## src/rtl/fptw_pkg.sv

```systemverilog
// Shared types, codes and mask helpers for the four-level page table walker.
// No dependencies; imported by fptw_step and the top level.
`timescale 1ns / 1ps

package fptw_pkg;

   localparam int PA_W    = 52;
   localparam int VA_W    = 48;
   localparam int FRAME_W = 40;
   localparam int IDX_W   = 9;

   // request opcodes
   localparam logic OP_START = 1'b0;
   localparam logic OP_ENTRY = 1'b1;

   // result kinds
   localparam logic KIND_READ = 1'b0;
   localparam logic KIND_DONE = 1'b1;

   // walk status codes
   localparam logic [2:0] STATUS_4K       = 3'd0;
   localparam logic [2:0] STATUS_2M       = 3'd1;
   localparam logic [2:0] STATUS_1G       = 3'd2;
   localparam logic [2:0] STATUS_NOT_PRES = 3'd3;
   localparam logic [2:0] STATUS_IDLE     = 3'd4;

   localparam logic [1:0] LEVEL_TOP  = 2'd3;
   localparam logic [1:0] LEVEL_1G   = 2'd2;
   localparam logic [1:0] LEVEL_2M   = 2'd1;
   localparam logic [1:0] LEVEL_LAST = 2'd0;

   localparam int PRESENT_BIT   = 0;
   localparam int PAGE_SIZE_BIT = 7;

   localparam logic [PA_W-1:0] FRAME_BITS = 52'h000FFFFFFFFFF000;
   localparam logic [PA_W-1:0] GIG_BITS   = 52'h000FFFFFC0000000;
   localparam logic [PA_W-1:0] MEG2_BITS  = 52'h000FFFFFFFE00000;
   localparam logic [PA_W-1:0] OFS_1G     = 52'h3FFFFFFF;
   localparam logic [PA_W-1:0] OFS_2M     = 52'h1FFFFF;
   localparam logic [PA_W-1:0] OFS_4K     = 52'hFFF;

   typedef struct packed {
      logic               active;
      logic [1:0]         level;
      logic [VA_W-1:0]    va;
      logic [FRAME_W-1:0] frame;
   } walk_state_type;

   typedef struct packed {
      logic            kind;
      logic [PA_W-1:0] read_addr;
      logic [PA_W-1:0] phys_addr;
      logic [2:0]      status;
      logic [1:0]      level;
   } walk_result_type;

   // implemented physical address bits as a mask
   function automatic logic [PA_W-1:0] phys_mask(input int bits);
      logic [63:0] m;
      m = (64'd1 << bits) - 64'd1;
      return m[PA_W-1:0];
   endfunction

endpackage

```

## src/rtl/fptw_step.sv

```systemverilog
// One walk step: next walk state and result from the current state and a request.
// Depends on fptw_pkg.
`timescale 1ns / 1ps

module fptw_step import fptw_pkg::*; #(
   parameter int PHYS_ADDR_BITS = 52
) (
   input  logic               op,
   input  logic [63:0]        virt_addr,
   input  logic [63:0]        entry_data,
   input  logic [FRAME_W-1:0] root_frame,
   input  walk_state_type     cur,
   output walk_state_type     nxt,
   output walk_result_type    res
);

   localparam logic [PA_W-1:0] PMASK      = phys_mask(PHYS_ADDR_BITS);
   localparam logic [PA_W-1:0] FRAME_MASK = PMASK & FRAME_BITS;
   localparam logic [PA_W-1:0] GIG_MASK   = PMASK & GIG_BITS;
   localparam logic [PA_W-1:0] MEG2_MASK  = PMASK & MEG2_BITS;

   logic [PA_W-1:0]  entry_pa;
   logic [PA_W-1:0]  va_pa;
   logic [PA_W-1:0]  entry_frame;
   logic [IDX_W-1:0] idx;

   assign entry_pa    = entry_data[PA_W-1:0];
   assign va_pa       = PA_W'(cur.va);
   assign entry_frame = entry_pa & FRAME_MASK;

   always_comb begin
      nxt           = cur;
      idx           = '0;
      res.kind      = KIND_DONE;
      res.read_addr = '0;
      res.phys_addr = '0;
      res.status    = STATUS_4K;
      res.level     = cur.level;

      if (op == OP_START) begin
         nxt.active = 1'b1;
         nxt.level  = LEVEL_TOP;
         nxt.va     = virt_addr[VA_W-1:0];
         nxt.frame  = root_frame;
         res.kind   = KIND_READ;
      end else if (!cur.active) begin
         res.status = STATUS_IDLE;
         res.level  = LEVEL_LAST;
      end else if (!entry_data[PRESENT_BIT]) begin
         nxt.active = 1'b0;
         res.status = STATUS_NOT_PRES;
      end else if (cur.level == LEVEL_LAST) begin
         nxt.active    = 1'b0;
         res.phys_addr = entry_frame | (va_pa & OFS_4K);
         res.status    = STATUS_4K;
      end else if (entry_data[PAGE_SIZE_BIT] && cur.level == LEVEL_1G) begin
         nxt.active    = 1'b0;
         res.phys_addr = (entry_pa & GIG_MASK) | (va_pa & OFS_1G);
         res.status    = STATUS_1G;
      end else if (entry_data[PAGE_SIZE_BIT] && cur.level == LEVEL_2M) begin
         nxt.active    = 1'b0;
         res.phys_addr = (entry_pa & MEG2_MASK) | (va_pa & OFS_2M);
         res.status    = STATUS_2M;
      end else begin
         nxt.level = cur.level - 2'd1;
         nxt.frame = entry_frame[PA_W-1:12];
         res.kind  = KIND_READ;
      end

      if (res.kind == KIND_READ) begin
         // index of the entry to read next, picked by the level being read
         case (nxt.level)
            LEVEL_TOP:  idx = nxt.va[47:39];
            LEVEL_1G:   idx = nxt.va[38:30];
            LEVEL_2M:   idx = nxt.va[29:21];
            default:    idx = nxt.va[20:12];
         endcase
         res.level     = nxt.level;
         res.read_addr = (({nxt.frame, 12'h000}) & FRAME_MASK)
                         + PA_W'({idx, 3'b000});
      end
   end

endmodule

```

## src/rtl/four_level_page_table_walker_top.sv

```systemverilog
// Four-level page table walker, top level: request/result handshakes, walk state.
// Depends on fptw_pkg and fptw_step.
//
// Usage:
//   Request channel (req_*): op 0 starts a walk for req_virt_addr; op 1 returns
//   the 64-bit entry that the last read result asked for. Every request gives
//   exactly one result on the rsp_* channel: a read address for the next
//   entry, or a finished walk (4KB/2MB/1GB address, not present, or idle when
//   entry data comes with no walk running).
//   csr_wr_en/csr_wr_data load the top-level table base; write it while idle.
//   A request in the input register goes through the walk step to the result
//   register. Throughput: one request per cycle unless rsp_stall holds a result;
//   both stages advance together, and the walk state updates as each request
//   leaves the input register.
//   The caller must wait for a read result before sending the entry for it.
//   rsp_stall holds the result register; the input register still fills, and
//   req_stall rises only when both stages are full.
//   Reset (synchronous) clears the walk state, the table base and both valids.
`timescale 1ns / 1ps

module four_level_page_table_walker_top import fptw_pkg::*; #(
   parameter int PHYS_ADDR_BITS = 52
) (
   input  logic            clock,
   input  logic            reset,
   input  logic            csr_wr_en,
   input  logic [PA_W-1:0] csr_wr_data,
   input  logic            req_valid,
   output logic            req_stall,
   input  logic            req_op,
   input  logic [63:0]     req_virt_addr,
   input  logic [63:0]     req_entry_data,
   output logic            rsp_valid,
   input  logic            rsp_stall,
   output logic            rsp_result_kind,
   output logic [PA_W-1:0] rsp_read_addr,
   output logic [PA_W-1:0] rsp_phys_addr,
   output logic [2:0]      rsp_status,
   output logic [1:0]      rsp_walk_level
);

   localparam logic [PA_W-1:0] ROOT_MASK = phys_mask(PHYS_ADDR_BITS) & FRAME_BITS;

   logic [FRAME_W-1:0] root_frame_ff, root_frame_in;
   logic               s1_valid_ff, s1_valid_in;
   logic               s1_op_ff;
   logic [63:0]        s1_va_ff;
   logic [63:0]        s1_entry_ff;
   walk_state_type     state_ff, state_in;
   logic               rsp_valid_ff, rsp_valid_in;
   walk_result_type    rsp_ff, step_res;

   logic out_free;
   logic s1_move;
   logic req_accept;
   logic [PA_W-1:0] root_masked;

   assign out_free   = !rsp_valid_ff || !rsp_stall;
   assign s1_move    = s1_valid_ff && out_free;
   assign req_stall  = s1_valid_ff && !out_free;
   assign req_accept = req_valid && !req_stall;

   assign root_masked   = csr_wr_data & ROOT_MASK;
   assign root_frame_in = csr_wr_en ? root_masked[PA_W-1:12] : root_frame_ff;
   assign s1_valid_in   = req_accept ? 1'b1 : (s1_move ? 1'b0 : s1_valid_ff);
   assign rsp_valid_in  = s1_move ? 1'b1 : (rsp_stall ? rsp_valid_ff : 1'b0);

   fptw_step #(
      .PHYS_ADDR_BITS (PHYS_ADDR_BITS)
   ) u_step (
      .op         (s1_op_ff),
      .virt_addr  (s1_va_ff),
      .entry_data (s1_entry_ff),
      .root_frame (root_frame_ff),
      .cur        (state_ff),
      .nxt        (state_in),
      .res        (step_res)
   );

   always_ff @(posedge clock) begin
      if (reset) begin
         root_frame_ff <= '0;
         s1_valid_ff   <= 1'b0;
         rsp_valid_ff  <= 1'b0;
         state_ff      <= '0;
      end else begin
         root_frame_ff <= root_frame_in;
         s1_valid_ff   <= s1_valid_in;
         rsp_valid_ff  <= rsp_valid_in;
         if (s1_move) begin
            state_ff <= state_in;
         end
      end
   end

   always_ff @(posedge clock) begin
      if (req_accept) begin
         s1_op_ff    <= req_op;
         s1_va_ff    <= req_virt_addr;
         s1_entry_ff <= req_entry_data;
      end
      if (s1_move) begin
         rsp_ff <= step_res;
      end
   end

   assign rsp_valid       = rsp_valid_ff;
   assign rsp_result_kind = rsp_ff.kind;
   assign rsp_read_addr   = rsp_ff.read_addr;
   assign rsp_phys_addr   = rsp_ff.phys_addr;
   assign rsp_status      = rsp_ff.status;
   assign rsp_walk_level  = rsp_ff.level;

   // a start that leaves the input register leaves a walk at the top level
   a_start_sets_top: assert property (@(posedge clock) disable iff (reset)
      s1_move && s1_op_ff == OP_START |=> state_ff.active && state_ff.level == LEVEL_TOP)
      else $error("start did not open a walk at the top level");

   // a held request in the input register stays put
   a_s1_holds: assert property (@(posedge clock) disable iff (reset)
      s1_valid_ff && !s1_move |=> s1_valid_ff)
      else $error("input register dropped a request");

   // read results carry no finish information
   a_read_clean: assert property (@(posedge clock) disable iff (reset)
      rsp_valid_ff && rsp_ff.kind == KIND_READ |-> rsp_ff.phys_addr == '0
         && rsp_ff.status == STATUS_4K)
      else $error("read result carries finish fields");

   // a finished walk leaves no walk active
   a_done_clears: assert property (@(posedge clock) disable iff (reset)
      s1_move && step_res.kind == KIND_DONE |=> !state_ff.active)
      else $error("walk still active after finish");

endmodule

```

## config.mk

```make
export PLATFORM = sky130hd
export DESIGN_NAME = four_level_page_table_walker_top
export DESIGN_NICKNAME = d
export VERILOG_FILES = /design/src/rtl/fptw_pkg.sv /design/src/rtl/fptw_step.sv /design/src/rtl/four_level_page_table_walker_top.sv
export SDC_FILE = /design/constraint.sdc
export NUM_CORES = 1
export LEC_CHECK = 0
export BUFFER_PORTS_ARGS = -buffer_cell sky130_fd_sc_hd__buf_2
export CAP_MARGIN = 0
export CORE_MARGIN = 10
export CORE_UTILIZATION = 40
export CTS_CLUSTER_DIAMETER = 120
export CTS_CLUSTER_SIZE = 16
export DETAILED_ROUTE_END_ITERATION = 7
export PLACE_DENSITY = 0.71
export SYNTH_ARGS = -nofsm -noshare
export SYNTH_HDL_FRONTEND = slang
export SYNTH_SLANG_ARGS = --single-unit
```

## constraint.sdc

```tcl
create_clock -name clock -period 4.9 [get_ports clock]
set_input_delay 0.49 -clock clock [delete_from_list [all_inputs] [get_ports clock]]
set_output_delay 0.49 -clock clock [all_outputs]
set_load 0.05 [all_outputs]
```

==> impl_metrics.yaml, run 1 <==
floorplan:
  placementRows: 61
  fp.dieH_um: 189
  num_io_pins: 298
  die_area_mm2: 0.0357
  start_util_pct: 40.8
  core_area_mm2: 0.0279
  die_x_um: 189
routing:
  dr.pass1.iters: 5
  wire_per_inst_um: 20.0
  vias_per_cell: 5.14
  antenna_left: 0
  drt-total-wl_mm: 30.1
  drc: 0
  first_iter_violations: 669
  via_count: 7752
pwr:
  leakage_nw: 5.07
  ir_drop_v: 0.000197
  power_density_mw_per_mm2: 374
  total_power_mw: 5.04
critical_path:
  cp_slowest_stage_delay_ns: 0.88
  crit_arrival_ns: 4.09
  startpoint_type: "flop"
  crit_fanout: 23
  worstSetupEndpointType: "flop"
  cpLargestDelayFamily: "flip-flops"
  crit_chain: "inv_1 > ha_1 > and3b_1 > buf_4 > a21oi_1 > a311oi_1 > o32ai_1"
  slowest_stage: "dfxtp_1"
  critPathKind: "flop to flop"
  required_ns: 5.14
  cp.buffers_inverters: 2
logic_synthesis:
  ys_seq_area_share_pct: 68.4
  syn_area_mm2: 0.0114
  synth_ff_type: "edfxtp_1"
  syn_inst: 911
  synth_edf_count: 198
  synthArstFlopShare_pct: 0
  ys_warn_count: 0
  ys_ff_latch: 291
  ys_types: 47
  syn_area_per_cell_um2: 12.5
grt:
  grt_pass1_vias: 7735
  grt_overflow: 0
  grt_usage_pct: 16.2
  antenna_found_initial: 1
  grt_pass1_wl_mm: 46.0
  grt_max_degree: 94
worst_hold_path:
  hold_path_class: "primary input to flop"
final_layout:
  drive_above_1_share_pct: 26.3
  final_cell_mix: "buf_2 (243), edfxtp_1 (198), nand2_1 (160)"
  mostFrequentLayoutCell: "buf_2"
  syn_to_final_growth_pct: 18.3
  n_fill_cell: 2521
  nNetsFinal: 1302
sta:
  fin_skew_ns: 0.0161
  slew_headroom_pct: 24.1
  hold_violations: 0
  maxSlewViolCount: 0
  setup_viol: 0
  fin_crit_sh_pct: 78.4
  fmax_mhz: 260
  worstMarginPinSlew_ns: 1.14
  rsz0062_at_grt: "no"
  min_period_ns: 3.84
  final.setup.tns_ns: 0
clocking:
  post_cts_resized: 0
  clk_latency_ns: 0.52
  cts_root_buf: "clkbuf_16"
  clock_sinks: 291
  clockBufferDepth: 3
  cts.htree.levels: 1
  clk_pin_slew_ns: 0.08
  post_cts.repair.setup_buffers: 0
  cts-hold-fix-buffers: 0
  cts_inserted_buffers: 22
  cts_tree: "done"
place:
  io_buffers: 244
  dpl.hpwl_mm: 20.5
  place.gp.congestion: 0.809
job:
  max-cap-violations: 0
outcome:
  status: "complete, no violations"
==> stage by stage <==
step	setup slack, ns	instances	area, um2	hold WS, ns	utilization [%]
3_5_place_dp	1.16	1467	12800	0.443	46.0
3_3_place_gp	1.25	1467	12800	0.437	46.0
2_1_floorplan	1.11	913	11400	0.432	-
6_report	1.06	1508	13500	0.141	48.3
5_1_grt	0.810	1508	13500	0.115	48.3
4_1_cts	1.17	1507	13500	0.117	48.3
==> synthesized netlist by cell type (3+ instances only) <==
cell type / count / area, um2
ha_1: 3 / 37.5
buf_2: 23 / 115
nand2b_1: 10 / 62.6
nand2_1: 160 / 601
a311oi_1: 9 / 78.8
nand3_1: 11 / 55.1
o2bb2ai_1: 40 / 350
dfxtp_1: 93 / 1860
o311ai_1: 9 / 78.8
o32ai_1: 9 / 78.8
clkbuf_1: 39 / 146
buf_6: 4 / 45.0
and2_1: 35 / 219
a211oi_1: 9 / 67.6
buf_4: 8 / 60.1
nor3b_1: 9 / 67.6
nor2_1: 75 / 282
inv_1: 6 / 22.5
a2111oi_0: 8 / 70.1
mux2i_1: 49 / 490
a21oi_1: 63 / 315
buf_1: 4 / 15.0
a22oi_1: 9 / 67.6
edfxtp_1: 198 / 5950
==> logic make-up after synthesis <==
family                   after synthesis  synth area share, %
AO/OA/AOI/OAI                        170                 11.1
adder cells (fa/ha/maj)                3                0.329
buffers and inverters                 84                 3.54
other                                  1               0.0329
flip-flops                           291                 68.4
multiplexers                          49                 4.30
AND/OR/NAND/NOR                      313                 12.3
==> path summary, 6_finish.rpt <==
check,from,cells past startpoint,endpoint,slack [ns]
worst max-delay path,state_ff[89],7,rsp_read_addr[7],1.06
worst min-delay path,req_virt_addr[16],1,s1_va_ff[16],0.14
worst max register to register,state_ff[89],7,rsp_read_addr[7],1.06
worst min register to register,state_ff[41],2,state_ff[41],0.45
==> state kept, by name (all words and copies together) (netlist names) <==
signal,count
rsp_status,3
root_frame_ff,40
rsp_phys_addr,52
s1_op_ff,1
s1_valid_ff,1
s1_entry_ff,42
rsp_valid,1
rsp_read_addr,49
s1_va_ff,48
rsp_walk_level,2
rsp_result_kind,1
state_ff,51
==> report_power, final <==
part | total (mW) | internal, mW | switching [mW]
Combinational | 0.518 | 0.150 | 0.369
Clock | 1.71 | 0.883 | 0.822
Sequential | 2.82 | 2.75 | 0.0642
Total | 5.04 | 3.79 | 1.25
==> metal layers <==
layer	up-vias	routed length, um	global-route usage, %
li1	3679	-	-
met3	44	2010	3.09
met2	308	14500	26.8
met1	3721	12800	21.2
met4	0	799	4.61
met5	-	0	0
==> final cells by class <==
type | count | area, um2 | share of cell area (%)
Sequential cell | 291 | 7810 | 57.9
Clock inverter | 1 | 16.3 | 0.121
Antenna cell | 1 | 2.50 | 0.0185
Timing Repair Buffer | 254 | 1310 | 9.72
Multi-Input combinational cell | 538 | 3220 | 23.9
Inverter | 6 | 25.0 | 0.185
Tap cell | 378 | 473 | 3.51
Clock buffer | 39 | 636 | 4.71
Note: power is estimated with default switching activity, not from simulation.
==> inputs of run 2 (changes only) <==
Settings changed: ABC_AREA set to 1, PLACE_DENSITY 0.71 to 0.67.
Clock period 4.9 ns to 3.7 ns, I/O delays scaled along.
==> impl_metrics.yaml, run 2 <==
sta:
  worstMarginPinSlew_ns: 1.02
  finalHoldWorstSlack_ns: 0.0205
  setup_viol: 0
  min_period_ns: 2.67
  hold_violations: 0
  rsz0062_at_grt: "no"
  maxSlewViolCount: 0
  final.setup.tns_ns: 0
  fmax_mhz: 375
  fin_ws_ns: 1.03
  fin_skew_ns: 0.0138
  fin_crit_sh_pct: 72.1
  slew_headroom_pct: 32.0
routing:
  antenna_left: 0
  wire_per_inst_um: 18.0
  via_count: 10400
  first_iter_violations: 681
  dr.pass1.iters: 5
  drc: 0
  vias_per_cell: 5.03
  drt-total-wl_mm: 37.4
logic_synthesis:
  synth.area.mux_share_pct: 0.222
  synth_fa_ha_area_share_pct: 0.278
  syn_area_per_cell_um2: 10.1
  synth_edf_count: 198
  syn_inst: 1342
  yosysTopAreaCellShare_pct: 44.0
  syn_area_mm2: 0.0135
  synthXorXnorAreaFrac_pct: 0
  synth_top_area_cell: "edfxtp_1"
  yosys.area_share.simple_pct: 13.8
  yosys-top-cells-count: "nand2_1 (211), edfxtp_1 (198), inv_1 (150), a21oi_1 (136), dfxtp_1 (133)"
  ys_warn_count: 0
  synth.area.top_cells: "edfxtp_1 (44%), dfxtp_1 (20%), nand2_1 (5.9%), a21oi_1 (5.0%), o21ai_0 (4.2%)"
  synth_ff_type: "edfxtp_1"
  ys_seq_area_share_pct: 63.8
  ys_types: 31
  ys_ff_latch: 331
  synth_top_family_by_area: "compound AO/OA/AOI/OAI gates"
  synthArstFlopShare_pct: 0
  synth.most_common_cell: "nand2_1"
  synth_compound_area_share_pct: 14.5
final_layout:
  largest_reg_flops: 91
  finalNonFillerCells: 2077
  nNetsFinal: 1800
  syn_to_final_growth_pct: 22.0
  final_cell_mix: "buf_2 (244), nand2_1 (210), edfxtp_1 (198)"
  mostFrequentLayoutCell: "buf_2"
  drive_above_1_share_pct: 21.3
  regMostFlops: "state_ff"
worst_hold_path:
  hp-start: "req_entry_data[40]"
  worstHoldEndpoint: "s1_entry_ff[40]"
  min_path_cells: 1
  hold_path_class: "primary input to flop"
place:
  io_buffers: 244
  place.gp.congestion: 0.830
  dp.cells: 1962
  place_ws_ns: 1.04
  dpl.hpwl_mm: 24.4
grt:
  grt_overflow: 0
  antenna_found_initial: 1
  grt_pass1_vias: 10400
  grt_usage_pct: 17.4
  grt_max_degree: 84
  grt_pass1_wl_mm: 57.8
pwr:
  power_density_mw_per_mm2: 474
  leakage_nw: 6.90
  ir_drop_v: 0.000370
outcome:
  status: "complete, no violations"
clocking:
  cts.htree.levels: 1
  clk_latency_ns: 0.54
  clk_pin_slew_ns: 0.08
  cts_tree: "done"
  cts_root_buf: "clkbuf_16"
  clock_sinks: 331
  clockBufferDepth: 3
  cts_inserted_buffers: 24
  post_cts.repair.setup_buffers: 0
  post_cts_resized: 0
critical_path:
  worstSetupEndpointType: "flop"
  critPathKind: "flop to flop"
  worstReg2RegStart: "state_ff[88]"
  r2r_slack_ns: 1.03
  startpoint_type: "flop"
  worstReg2RegEnd: "rsp_walk_level[1]"
  crit_fanout: 43
  r2r_cells: 9
  required_ns: 3.93
  crit_arrival_ns: 2.90
floorplan:
  die_x_um: 204
  num_io_pins: 298
  die_area_mm2: 0.0415
  placementRows: 67
  fp.dieH_um: 204
  start_util_pct: 40.4
  core_area_mm2: 0.0334
job:
  max-cap-violations: 0
## run 2: power by group
group / total (mW) / leakage [nW] / internal, mW / switching, mW
Clock: 2.52 / 0.333 / 1.26 / 1.25
Sequential: 4.23 / 3.03 / 4.14 / 0.0895
Combinational: 1.07 / 3.54 / 0.322 / 0.743
## run 2: how the worst max path moves through the flow
stage                       from           endpoint  slack, ns  depth (start not counted)
finish              state_ff[88]  rsp_walk_level[1]       1.03                          9
global route        state_ff[88]  rsp_walk_level[1]       0.84                          9
CTS                 state_ff[88]  rsp_walk_level[1]       0.98                          9
detailed placement  state_ff[88]  rsp_walk_level[1]       1.04                          9
global placement    state_ff[88]  rsp_walk_level[1]       1.10                          9
floorplan              rsp_valid     s1_entry_ff[0]       0.35                          5
## run 2: cell type report
cell class	count	area (um2)
diodes	1	2.50
fillers	3071	17000
flip-flops and latches	331	8610
multi-input cells	763	3910
inverters	159	601
clock inverters	1	6.26
clock buffers	42	689
well taps	448	561
repair buffers	332	2100
## run 2: through the flow
stage / area [um2] / power [mW] / util [%]
CTS: 16400 / 7.88 / 49.2
finish: 16500 / 7.81 / 49.3
global placement: 15100 / 5.30 / 45.0
floorplan: 13500 / 5.00 / -
global route: 16500 / 8.15 / 49.2
detailed placement: 15100 / 5.31 / 45.0
## run 2: metal layers
layer,global-route usage [%],wire length [um],part of all wire (%)
met5,0,0,0
met4,3.78,699,1.9
met3,3.81,2900,7.7
met2,28.4,17700,47
met1,23.1,16100,43
## run 2: kinds of logic after synthesis
logic type | Yosys count
muxes | 3
and+or+nand+nor | 435
other | 1
AOI/OAI and AO/OA | 319
buffers and inverters | 250
adders and majority gates | 3
DFF | 331
## run 2: worst max-delay path, stage by stage (launching register included)
cell	delay, ns
dfxtp_1	0.35
inv_1	0.14
ha_1	0.31
inv_2	0.24
nand2_1	0.14
nor2_1	0.07
nand2_4	0.08
nand2_1	0.08
inv_2	0.72
o22ai_1	0.23
## run 2: repair_timing
action                                  4_1_cts  5_1_grt
endpoints found under the setup margin        0        0
endpoints found under the hold margin        68        3
hold buffers                                 68        3
==> inputs of run 3 (changes only) <==
Clock period 3.7 ns to 2.8 ns, I/O delays scaled along.
==> impl_metrics.yaml, run 3 (synthesis gave the netlist of run 2 again) <==
clocking:
  cts_root_buf: "clkbuf_16"
  clockBufferDepth: 3
  post_cts.repair.setup_buffers: 0
  cts-hold-fix-buffers: 130
  cts_inserted_buffers: 24
  clk_latency_ns: 0.54
  cts.htree.levels: 1
  clock_sinks: 331
  clk_pin_slew_ns: 0.08
  post_cts_resized: 0
  cts_tree: "done"
sta:
  fin_crit_sh_pct: 87.0
  setup_viol: 0
  fmax_mhz: 410
  worstMarginPinSlew_ns: 1.01
  fin_ws_ns: 0.363
  final.setup.tns_ns: 0
  fin_skew_ns: 0.0126
  rsz0062_at_grt: "no"
  hold_violations: 0
  maxSlewViolCount: 0
  slew_headroom_pct: 32.3
  min_period_ns: 2.44
routing:
  drt-total-wl_mm: 38.0
  dr.pass1.iters: 6
  via_count: 10600
  antenna_left: 0
  vias_per_cell: 4.96
  first_iter_violations: 725
  drc: 0
  wire_per_inst_um: 17.7
final_layout:
  n_fill_cell: 2971
  final_cell_mix: "buf_2 (244), nand2_1 (209), edfxtp_1 (198)"
  regMostFlops: "state_ff"
  syn_to_final_growth_pct: 27.1
  design_area_mm2: 0.0172
  largest_reg_flops: 91
  drive_above_1_share_pct: 21.0
  mostFrequentLayoutCell: "buf_2"
  nNetsFinal: 1865
  final_util_pct: 51.3
critical_path:
  crit_chain: "inv_1 > ha_1 > inv_2 > nand2_1 > nor2_1 > nand2_4 > nand2_1 > inv_2 > o22ai_1"
  startpoint: "state_ff[88]"
  slowest_stage: "inv_2"
  worstSetupEndpointType: "flop"
  crit_fanout: 43
  crit_arrival_ns: 2.67
  required_ns: 3.04
  cp_slowest_stage_delay_ns: 0.75
  critPathKind: "flop to flop"
  worstReg2RegStart: "state_ff[88]"
  startpoint_type: "flop"
place:
  io_buffers: 244
  place_area_mm2: 0.0151
  dpl.hpwl_mm: 24.5
  place.gp.congestion: 0.828
  place_ws_ns: 0.405
grt:
  grt_pass1_wl_mm: 59.1
  grt_max_degree: 86
  grt_overflow: 0
  grt_pass1_vias: 10500
  gr-usage-met2_pct: 29.4
  grt.busiest_layer: "met2"
  use_met3_pct: 4.19
  antenna_found_initial: 0
  grt_usage_pct: 17.7
  grt.met1_usage_pct: 22.9
floorplan:
  start_util_pct: 40.4
  die_x_um: 204
  placementRows: 67
  fp.dieH_um: 204
  num_io_pins: 298
  die_area_mm2: 0.0415
  core_area_mm2: 0.0334
pwr:
  total_power_mw: 10.4
  ir_drop_v: 0.000481
  leakage_nw: 7.19
  power_density_mw_per_mm2: 607
worst_hold_path:
  hp-start: "csr_wr_data[51]"
  hold_path_class: "primary input to flop"
job:
  max-cap-violations: 0
outcome:
  status: "complete, no violations"
-- run 3: metal layers --
metal | part of all wire (%) | routed length, um | up-vias
met5 | 0 | 0 | -
met4 | 2.1 | 815 | 0
met3 | 7.9 | 3020 | 49
met2 | 48 | 18100 | 354
met1 | 42 | 16100 | 5039
li1 | - | - | 5192
-- run 3: critical path, delay by kind of cell, from the launching register on --
kind,cells,cell delay [ns]
AOI/OAI and AO/OA,1,0.20
adders and majority gates,1,0.31
and+or+nand+nor,4,0.33
buffers and inverters,3,0.94
DFF,1,0.35
-- run 3: final timing paths --
check | to | slack (ns) | cells after the start
max | rsp_walk_level[0] | 0.36 | 9
min | root_frame_ff[39] | 0.02 | 3
max reg2reg | rsp_walk_level[0] | 0.36 | 9
min reg2reg | state_ff[83] | 0.45 | 2
-- run 3: where the power goes --
part / internal, mW / switching, mW
combinational: 0.489 / 0.995
sequential: 5.46 / 0.118
clock: 1.68 / 1.67
total: 7.63 / 2.78
-- run 3: final cells by class --
type	instances	area, um2	area share (%)
Clock buffer	43	693	4.04
Tap cell	448	561	3.27
Sequential cell	331	8610	50.2
Timing Repair Buffer	397	2760	16.1
Clock inverter	1	6.26	0.0365
Antenna cell	2	5.00	0.0292
Multi-Input combinational cell	763	3920	22.8
Inverter	159	602	3.51
-- run 3: per-stage QoR --
step	cells	hold WS [ns]
2_1_floorplan	1344	0.379
3_3_place_gp	1968	0.435
3_5_place_dp	1968	0.439
4_1_cts	2142	0.0143
5_1_grt	2142	0.0430
6_report	2144	0.0199
